==> src/rtl/lph_pkg.sv <==
// ============================================================================
// Linear probe hash table package
// Shared types, sizes and codes for the hash table front end, queue and engine.
// ============================================================================
package lph_pkg;

	// Number of slots in the table.
	localparam int SLOTS = 64;

	// Slot index width, and width of the running remainder of hash mod SLOTS.
	localparam int IDX_W = (SLOTS > 1) ? $clog2(SLOTS) : 1;
	localparam int REM_W = $clog2(SLOTS) + 1;

	// The hash is reduced a byte per cycle.
	localparam int HASH_W     = 32;
	localparam int STEP_BITS  = 8;
	localparam int HASH_STEPS = HASH_W / STEP_BITS;
	localparam int STEP_CNT_W = $clog2(HASH_STEPS + 1);

	// Depth of the queue between the front end and the engine.
	localparam int QDEPTH = 2;
	localparam int QPTR_W = (QDEPTH > 1) ? $clog2(QDEPTH) : 1;
	localparam int QCNT_W = $clog2(QDEPTH + 1);

	// Command codes.
	localparam logic [1:0] CMD_GET = 2'd0;
	localparam logic [1:0] CMD_PUT = 2'd1;
	localparam logic [1:0] CMD_DEL = 2'd2;

	// Status codes.
	localparam logic [1:0] ST_OK      = 2'd0;
	localparam logic [1:0] ST_MISSING = 2'd1;
	localparam logic [1:0] ST_FULL    = 2'd2;

	// Slot state codes.
	localparam logic [1:0] SLOT_EMPTY = 2'd0;
	localparam logic [1:0] SLOT_USED  = 2'd1;
	localparam logic [1:0] SLOT_TOMB  = 2'd2;

	typedef logic [IDX_W-1:0] idx_t;

	typedef struct packed {
		logic [1:0]  command;
		logic [31:0] key_id;
		logic [31:0] key_hash;
		logic [63:0] value;
	} req_t;

	typedef struct packed {
		logic [1:0]  status;
		logic [63:0] read_value;
	} res_t;

	// A request after classification, with its home slot worked out.
	typedef struct packed {
		logic [1:0]  command;
		logic [31:0] key_id;
		logic [63:0] value;
		idx_t        home;
	} job_t;

	// One entry of the slot state and key store.
	typedef struct packed {
		logic [1:0]  state;
		logic [31:0] key;
	} kent_t;

endpackage

==> src/rtl/lph_front.sv <==
// ============================================================================
// Hash table front end
// Accepts requests and reduces the hash to a home slot, one byte per cycle.
// ============================================================================
module lph_front
	import lph_pkg::*;
(
	input  logic clk,
	input  logic arst_n,
	input  logic push,
	output logic full,
	input  req_t request,
	output logic job_push,
	input  logic job_full,
	output job_t job
);

	logic                  busy_q;
	logic [STEP_CNT_W-1:0] cnt_q;
	logic [REM_W-1:0]      rem_q;
	logic [HASH_W-1:0]     hash_q;
	logic [1:0]            cmd_q;
	logic [31:0]           key_q;
	logic [63:0]           value_q;
	logic                  done;
	logic                  accept;

	// Folds eight more hash bits into the remainder modulo SLOTS.
	function automatic logic [REM_W-1:0] step8(input logic [REM_W-1:0] rem_in,
			input logic [STEP_BITS-1:0] bits);
		logic [REM_W-1:0] r;
		r = rem_in;
		for (int i = STEP_BITS - 1; i >= 0; i--) begin
			r = (r << 1) | REM_W'(bits[i]);
			if (r >= REM_W'(SLOTS)) begin
				r = r - REM_W'(SLOTS);
			end
		end
		return r;
	endfunction

	assign done     = busy_q && (cnt_q == STEP_CNT_W'(HASH_STEPS));
	assign job_push = done && !job_full;
	assign full     = busy_q && !job_push;
	assign accept   = push && !full;

	assign job.command = cmd_q;
	assign job.key_id  = key_q;
	assign job.value   = value_q;
	assign job.home    = rem_q[IDX_W-1:0];

	always_ff @(posedge clk or negedge arst_n) begin
		if (!arst_n) begin
			busy_q <= 1'b0;
			cnt_q  <= '0;
		end else begin
			if (accept) begin
				busy_q <= 1'b1;
				cnt_q  <= STEP_CNT_W'(1);
			end else if (job_push) begin
				busy_q <= 1'b0;
			end else if (busy_q && !done) begin
				cnt_q <= cnt_q + 1'b1;
			end
		end
	end

	always_ff @(posedge clk) begin
		if (accept) begin
			cmd_q   <= request.command;
			key_q   <= request.key_id;
			value_q <= request.value;
			rem_q   <= step8('0, request.key_hash[HASH_W-1 -: STEP_BITS]);
			hash_q  <= request.key_hash << STEP_BITS;
		end else if (busy_q && !done) begin
			rem_q  <= step8(rem_q, hash_q[HASH_W-1 -: STEP_BITS]);
			hash_q <= hash_q << STEP_BITS;
		end
	end

endmodule

==> config.mk <==
export PLATFORM = sky130hd
export DESIGN_NAME = lph_front
export DESIGN_NICKNAME = d
export VERILOG_FILES = /design/src/rtl/lph_pkg.sv /design/src/rtl/lph_front.sv
export SDC_FILE = /design/constraint.sdc
export NUM_CORES = 1
export LEC_CHECK = 0
export BUFFER_PORTS_ARGS = -buffer_cell sky130_fd_sc_hd__buf_2
export CAP_MARGIN = 40
export CORE_ASPECT_RATIO = 0.8
export CORE_UTILIZATION = 25
export CTS_CLUSTER_DIAMETER = 150
export DETAILED_ROUTE_END_ITERATION = 10
export PLACE_DENSITY_LB_ADDON = 0.05
export SYNTH_ARGS = -nofsm -noshare
export SYNTH_HDL_FRONTEND = slang
export SYNTH_SLANG_ARGS = --single-unit
==> constraint.sdc <==
create_clock -name clk -period 2.8 [get_ports clk]
set_input_delay 0.28 -clock clk [delete_from_list [all_inputs] [get_ports clk]]
set_output_delay 0.28 -clock clk [all_outputs]
set_load 0.01 [all_outputs]
Word-level counts from Yosys, hierarchy flattened

Index checks and enable logic that the tools add are counted.

Output and inout bits: 106
Register bits: 132

Add/subtract/negate cells: 17
Reduce and logical (&&, ||, !) cells: 12
Order comparisons: 16
Equality and inequality tests: 2
Bitwise gates (word level): 15
Muxes and demuxes: 46

Operators by type and width:

| kind                                                   | number |
|---|---|
| 2-to-1 mux 6 bit                                       | 39 |
| >= comparator 7 bit (second input constant)            | 15 |
| OR 7 x 1 -> 7 bit                                      | 15 |
| subtractor 6 x 1 -> 6 bit (second input constant)      | 15 |
| 2-to-1 mux 32 bit                                      | 2 |
| 2-to-1 mux 3 bit                                       | 3 |
| >= comparator 1 x 7 -> 1 bit (second input constant)   | 1 |
| logical AND 1 bit                                      | 5 |
| logical NOT 1 bit                                      | 4 |
| nonzero test 2 bit                                     | 2 |
| adder 3 x 1 -> 3 bit (second input constant)           | 1 |
| equality test 3 bit (second input constant)            | 1 |
| 2-to-1 mux 1 bit                                       | 2 |
| inequality test 2 x 1 -> 1 bit (second input constant) | 1 |
| AND reduction 2 bit                                    | 1 |
| subtractor 1 x 1 -> 2 bit (second input constant)      | 1 |

Logic depth before layout (Yosys ltp)

Gate-level depths: netlist of run 1.

Depth in word-level cells: 43
Gate-level depth with buffers: 7
Gate-level depth less buffers: 5

Worst setup path after synthesis of run 1

No wires, ideal clock.

Path kind: flip-flop to flip-flop
Start: register cnt_q[0]
End: register cmd_q[0] (enable)
Path buffers: 2
Stages on the path, launching flop included: 7
Slack: 0.800 ns
Arrival: 1.621 ns
Path through: dfrtp_1 inv_1 ha_1 nand3b_1 a21boi_2 buf_6 buf_6

Word-level cells in the longest chain between the ends: 7

Ends and longest elaborated chain:

| item                   | RTL line        | source |
|---|---|---|
| from (decl)            | lph_front.sv:19 | `logic [STEP_CNT_W-1:0] cnt_q;` |
| from (signal assigned) | lph_front.sv:63 | `cnt_q <= cnt_q + 1'b1;` |
| equality test 3 bit    | lph_front.sv:42 | `assign done = busy_q && (cnt_q == STEP_CNT_W'(HASH_STEPS));` |
| logical AND 1 bit      | lph_front.sv:42 |  |
| logical AND 1 bit      | lph_front.sv:43 | `assign job_push = done && !job_full;` |
| logical NOT 1 bit      | lph_front.sv:44 | `assign full = busy_q && !job_push;` |
| logical AND 1 bit      | lph_front.sv:44 |  |
| logical NOT 1 bit      | lph_front.sv:45 | `assign accept = push && !full;` |
| logical AND 1 bit      | lph_front.sv:45 |  |
| via accept             | lph_front.sv:26 | `logic accept;` |
| to (signal assigned)   | lph_front.sv:70 | `cmd_q <= request.command;` |
| to (decl)              | lph_front.sv:22 | `logic [1:0] cmd_q;` |

The timed path passes the listed nets, and every way through them passes these cells.
A chain may end at the register's enable or synchronous reset.

Worst setup path after layout of run 1

Start: register cnt_q[0]
End: register rem_q[3], data pin

Word-level cells in the longest chain between the ends: 8

Ends and longest elaborated chain:

| item                 | RTL line        | source |
|---|---|---|
| equality test 3 bit  | lph_front.sv:42 |  |
| logical AND 1 bit    | lph_front.sv:42 |  |
| logical AND 1 bit    | lph_front.sv:43 |  |
| logical NOT 1 bit    | lph_front.sv:44 |  |
| logical AND 1 bit    | lph_front.sv:44 |  |
| logical NOT 1 bit    | lph_front.sv:45 |  |
| logical AND 1 bit    | lph_front.sv:45 |  |
| 2-to-1 mux 6 bit     | lph_front.sv:69 | `if (accept) begin` |
| to (signal assigned) | lph_front.sv:73 | `rem_q <= step8('0, request.key_hash[HASH_W-1 -: STEP_BITS]);` |
| to (signal assigned) | lph_front.sv:76 | `rem_q <= step8(rem_q, hash_q[HASH_W-1 -: STEP_BITS]);` |
| to (decl)            | lph_front.sv:20 | `logic [REM_W-1:0] rem_q;` |

No other way between the ends.

==> results.json, run 1 <==
{
  "final_cells": 649,
  "startpoint_type": "flop",
  "cts_max_level": 4,
  "path_class": "flop to flop",
  "seq_area_um2": 3760,
  "overflow": 0,
  "antenna_cells": 0,
  "grt_pass1_vias": 2555,
  "power_density_nw_per_um2": 891,
  "synthCells": 172,
  "min_period_ps": 2070,
  "syn_area_per_cell_um2": 24.3,
  "drtPass1Iterations": 4,
  "cts_tree": "built",
  "slew_viol_final": 0,
  "cts_inserted_buffers": 17,
  "status": "finished, final reports clean",
  "synth_area_leader_cell": "edfxtp_1",
  "stdcell_area_um2": 6140,
  "crit_required_ps": 2950,
  "yosysSeqAreaShare_pct": 90.2,
  "io_buffers": 231,
  "finalWorstSetupSlack_ps": 725,
  "cts.root.buffer_cell": "clkbuf_16",
  "place_worst_setup_slack_ps": 690,
  "fp.dieH_um": 118,
  "hold_buffers": 1,
  "synth_edf_count": 122,
  "finalSetupViolations": 0,
  "hold_ws_ps": 41.8,
  "die_w_um": 146,
  "synth.area.top_cells": "edfxtp_1, mux2_2, dfrtp_1, and2_1, buf_6",
  "path_clk_slew_ps": 60,
  "cts_sinks": 126,
  "clock_latency_ps": 410,
  "synth_cell_types": 19,
  "multi_input_area_um2": 373,
  "fin_skew_ps": 8.86,
  "place_congestion": 0.710,
  "final_core_util_pct": 38.2,
  "num_vias": 2514,
  "final_nets": 558,
  "p_leak_nw": 2.56,
  "cp_data_arrival_time_ps": 2230,
  "dp_hpwl_mm": 7.03,
  "period_share_pct": 74.1,
  "synthArstFlopShare_pct": 3.17,
  "synth-main-ff-cell": "edfxtp_1",
  "max_clock_freq_ghz": 0.482,
  "fillers": 1570,
  "cts_buffer_depth": 2,
  "area_growth_pct": 47.1,
  "syn_area_um2": 4170,
  "worstPathMaxFanout": 72,
  "dp.cells": 617,
  "hp-class": "input pin to flop",
  "drt-initial-drc-count": 112,
  "routed_wl_mm": 9.68,
  "finalPower_mw": 5.47,
  "drive_gt1_share_pct": 64.3,
  "yosysTopAreaCellShare_pct": 87.8,
  "start_util_pct": 26.0,
  "grt_use_total_pct": 11.6,
  "num_rows": 41,
  "hold_viol_final": 0,
  "ys_ff_latch": 126,
  "rsz0062_at_grt": "false",
  "cts_setup_buffers": 0,
  "tightestPinTransition_ps": 589,
  "maxSlewHeadroom_pct": 60.7,
  "synth_fp_nets": 308,
  "core_um2": 16100,
  "dieArea_um2": 17200,
  "via_per_inst": 3.87,
  "drcViolationCount": 0,
  "placed_area_um2": 5610,
  "postRouteAntennaNets": 0,
  "grt_max_degree": 73,
  "yosysWarnings": 0,
  "setup_tns_ps": 0,
  "io_pins": 240,
  "worst_ir_drop_vdd_mv": 0.367,
  "synth.most_common_cell": "edfxtp_1",
  "antenna_found_initial": 1,
  "critPathCaptureType": "flop",
  "cts_resized": 0,
  "max_cap_viol_count": 0,
  "synth_commonest_cells": "edfxtp_1, mux2_2, and2_1",
  "route.detailed.wl_per_inst_um": 14.9,
  "grt_pass1_wl_mm": 14.4
}
-- cell type report --
type	instances	area share [%]
clock inverters	9	1.16
repair buffers	234	19.6
well taps	215	4.38
inverters	3	0.183
clock buffers	22	7.24
multi-input cells	40	6.07
flip-flops and latches	126	61.3
-- worst max-delay path, stage by stage, from the launching register on --
cell	delay [ps]
dfrtp_1	400
inv_1	70
ha_1	170
nand3b_1	160
a21boi_4	270
buf_12	340
mux2_2	380
-- routing by layer --
layer / part of all wire, % / global-route usage, %
met5: 0.18 / 0
met3: 12 / 7.83
met4: 1.1 / 4.69
met2: 46 / 17.1
met1: 41 / 13.1
-- cell families after synthesis --
kind of cell               Yosys count  synth area share (%)
and+or+nand+nor                     15                  2.28
buffers and inverters                6                  1.08
DFF                                126                  90.2
AOI/OAI and AO/OA                    3                 0.569
adders and majority gates            2                 0.599
muxes                               19                  5.10
xor gates and xnor gates             1                 0.210
-- report_power, final --
group          total [mW]  switching [mW]  leakage [nW]  internal [mW]
clock network        1.95           0.749         0.246           1.20
logic               0.885           0.501          1.11          0.384
registers            2.64          0.0882          1.20           2.55
-- state kept, by name (all words and copies together), names as in the netlist --
| register | count |
|---|---|
| busy_q | 1 |
| cmd_q | 2 |
| cnt_q | 3 |
| hash_q | 18 |
| key_q | 32 |
| rem_q | 6 |
| value_q | 64 |
-- worst paths after layout --
path / startpoint / to / slack [ps] / depth (start not counted)
worst max-delay path: cnt_q[0] / rem_q[3] / 730 / 6
worst min-delay path: request[97] / key_q[1] / 40 / 1
worst max register to register: cnt_q[0] / rem_q[3] / 730 / 6
worst min register to register: hash_q[26] / rem_q[2] / 540 / 1
max in group asynchronous: arst_n / cnt_q[1] / 2470 / 2
min in group asynchronous: arst_n / busy_q / 210 / 2
-- placed cells by master, fill, tap and decap left out --
| cell type | synthesis | routed |
|---|---|---|
| mux2i_1 | 1 | 1 |
| a21boi_0 | 1 | 1 |
| bufinv_16 | 0 | 1 |
| and2_1 | 6 | 6 |
| ha_1 | 2 | 2 |
| clkinv_2 | 0 | 3 |
| buf_12 | 0 | 2 |
| and4b_2 | 1 | 1 |
| nor2_1 | 2 | 2 |
| inv_1 | 3 | 3 |
| a21boi_4 | 0 | 1 |
| or2_2 | 2 | 2 |
| and2_2 | 1 | 1 |
| clkinvlp_4 | 0 | 2 |
| xnor2_1 | 1 | 1 |
| dlygate4sd3_1 | 0 | 1 |
| clkinv_1 | 0 | 3 |
| buf_2 | 0 | 231 |
| nor3_1 | 1 | 1 |
| dfrtp_1 | 4 | 4 |
| nand3b_1 | 1 | 1 |
| a21oi_1 | 1 | 1 |
| nand2b_1 | 1 | 1 |
| mux2_2 | 18 | 18 |
| clkbuf_16 | 0 | 17 |
| edfxtp_1 | 122 | 122 |
| clkbuf_1 | 0 | 5 |
Power figures use the tool's default switching activity.
==> inputs of run 2 (changes only) <==
==> constraint.sdc (replaced) <==
create_clock -name clk -period 1.8 [get_ports clk]
set_input_delay 0.18 -clock clk [delete_from_list [all_inputs] [get_ports clk]]
set_output_delay 0.18 -clock clk [all_outputs]
set_load 0.01 [all_outputs]
==> run 2 against run 1 <==
Against the previous run:
- the run now ends with negative setup slack left
- wire length up 15%
- power increased by 68%
- maximum frequency increased by 15%
- sequential share of layout area shrank 11 points
- register-to-register slack lost 730 ps
- first-iteration DRC count rose by 8.0%
- flip-flop and latch count did not move
- critical endpoint is now hash_q[25]
==> results.json, run 2 (synthesis results as in run 1) <==
{
  "hp-class": "input pin to flop",
  "rsz0062_at_grt": "true",
  "hold_ws_ps": 51.0,
  "p_leak_nw": 3.13,
  "dieArea_um2": 17200,
  "cp_data_arrival_time_ps": 1960,
  "tightestPinTransition_ps": 274,
  "antenna_cells": 0,
  "finalSetupViolations": 4,
  "area_growth_pct": 78.5,
  "status": "complete, but fails checks",
  "reg2reg_from": "cnt_q[1]",
  "cts.root.buffer_cell": "clkbuf_16",
  "maxSlewHeadroom_pct": 81.6,
  "cp-startpoint": "cnt_q[1]",
  "final_common_cell": "buf_2",
  "die_w_um": 146,
  "io_buffers": 231,
  "drtPass1Iterations": 4,
  "start_util_pct": 26.0,
  "drcViolationCount": 0,
  "largest_reg_flops": 64,
  "hold_viol_final": 0,
  "routed_wl_mm": 11.1,
  "slew_viol_final": 0,
  "drt-initial-drc-count": 121,
  "cp_num_buf_inv": 3,
  "rr_worst_depth": 7,
  "path_class": "flop to flop",
  "postRouteAntennaNets": 0,
  "final_cells": 769,
  "top_regs": "value_q (64), key_q (32), hash_q (18)",
  "finalPower_mw": 9.18,
  "cts_inserted_buffers": 17,
  "power_density_nw_per_um2": 1230,
  "violations": "negative setup slack",
  "overflow": 0,
  "crit_required_ps": 1950,
  "num_rows": 41,
  "worst_ir_drop_vdd_mv": 0.647,
  "critical_path.top_delay_family": "buffers and inverters",
  "period_share_pct": 101,
  "path_depth": 7,
  "fp.dieH_um": 118,
  "drive_gt1_share_pct": 54.7,
  "dp.cells": 628,
  "cts_buffer_depth": 2,
  "clock_latency_ps": 400,
  "final_nets": 677,
  "critPathCaptureType": "flop",
  "route.met3.wl_mm": 1.05,
  "rrSetupSlack_ps": -9,
  "drt-met1-wl_mm": 4.32,
  "route.detailed.wl_per_inst_um": 14.4,
  "grt_pass1_vias": 3261,
  "place_worst_setup_slack_ps": -51.0,
  "grt_pass1_wl_mm": 16.9,
  "io_pins": 240,
  "wl_met2_mm": 5.56,
  "finalWorstSetupSlack_ps": -9.02,
  "final_cell_mix": "buf_2, edfxtp_1, dlygate4sd3_1, clkbuf_16, mux2_2",
  "top_register": "value_q",
  "cts_tree": "built",
  "critPathSlowestCell": "dfrtp_1",
  "r2r_end": "hash_q[25]",
  "placed_area_um2": 5750,
  "min_period_ps": 1810,
  "grt_max_degree": 26,
  "core_um2": 16100,
  "min_path_cells": 2,
  "place_congestion": 0.706,
  "endpoint": "hash_q[25]",
  "fin_skew_ps": 8.63,
  "num_vias": 2941,
  "max_cap_viol_count": 0,
  "cts_sinks": 126,
  "dp_hpwl_mm": 7.38,
  "grt_use_total_pct": 13.1,
  "slowest_delay_ps": 380,
  "path_clk_slew_ps": 50,
  "via_per_inst": 3.82,
  "top_layer": "met4",
  "cts_max_level": 4,
  "startpoint_type": "flop",
  "worstPathCellList": "inv_2, ha_4, nand3b_1, a21boi_4, buf_4, clkbuf_16, mux2_2",
  "antenna_found_initial": 0,
  "max_clock_freq_ghz": 0.553,
  "worstPathMaxFanout": 8,
  "stdcell_area_um2": 7450
}
==> run 2: how the worst min path moves through the flow <==
stage / to / from
after floorplan: busy_q / arst_n
after global placement: busy_q / arst_n
after detailed placement: busy_q / arst_n
after CTS: hash_q[8] / request[64]
after global routing: hash_q[8] / request[64]
final: hash_q[8] / request[64]
==> run 2: power by group <==
| part | total, mW | switching [mW] | internal, mW | leakage [nW] |
|---|---|---|---|---|
| logic | 2.03 | 0.930 | 1.10 | 1.68 |
| clock network | 3.05 | 1.17 | 1.88 | 0.247 |
| registers | 4.11 | 0.143 | 3.96 | 1.20 |
==> run 2: per-stage QoR <==
step,TNS (ps),utilization (%)
detailed placement,-793,35.8
finish,-33.3,46.4
CTS,-750,45.5
global route,-3520,46.4
global placement,0,35.8
floorplan,0,-
==> run 2: cell type report <==
cell class              count  area, um2
repair buffers            353       2470
multi-input cells          40        418
inverters                   3       11.3
flip-flops and latches    126       3760
clock inverters             8       67.6
fillers                  1424       8600
clock buffers              24        452
well taps                 215        269
==> run 2: routing by layer <==
metal	vias up	track usage (%)
met1	1368	13.8
li1	1414	-
met3	13	7.02
met4	0	4.30
met5	-	0
met2	146	22.4
==> run 2: repair_timing <==
item / 4_1_cts / 5_1_grt
endpoints found under the hold margin: 103 / 0
hold buffers: 100 / 0
gates resized for setup: 5 / 13
gates cloned: 0 / 3
pin swaps: 3 / 1
setup buffers: 3 / 4
endpoints found under the setup margin: 36 / 99
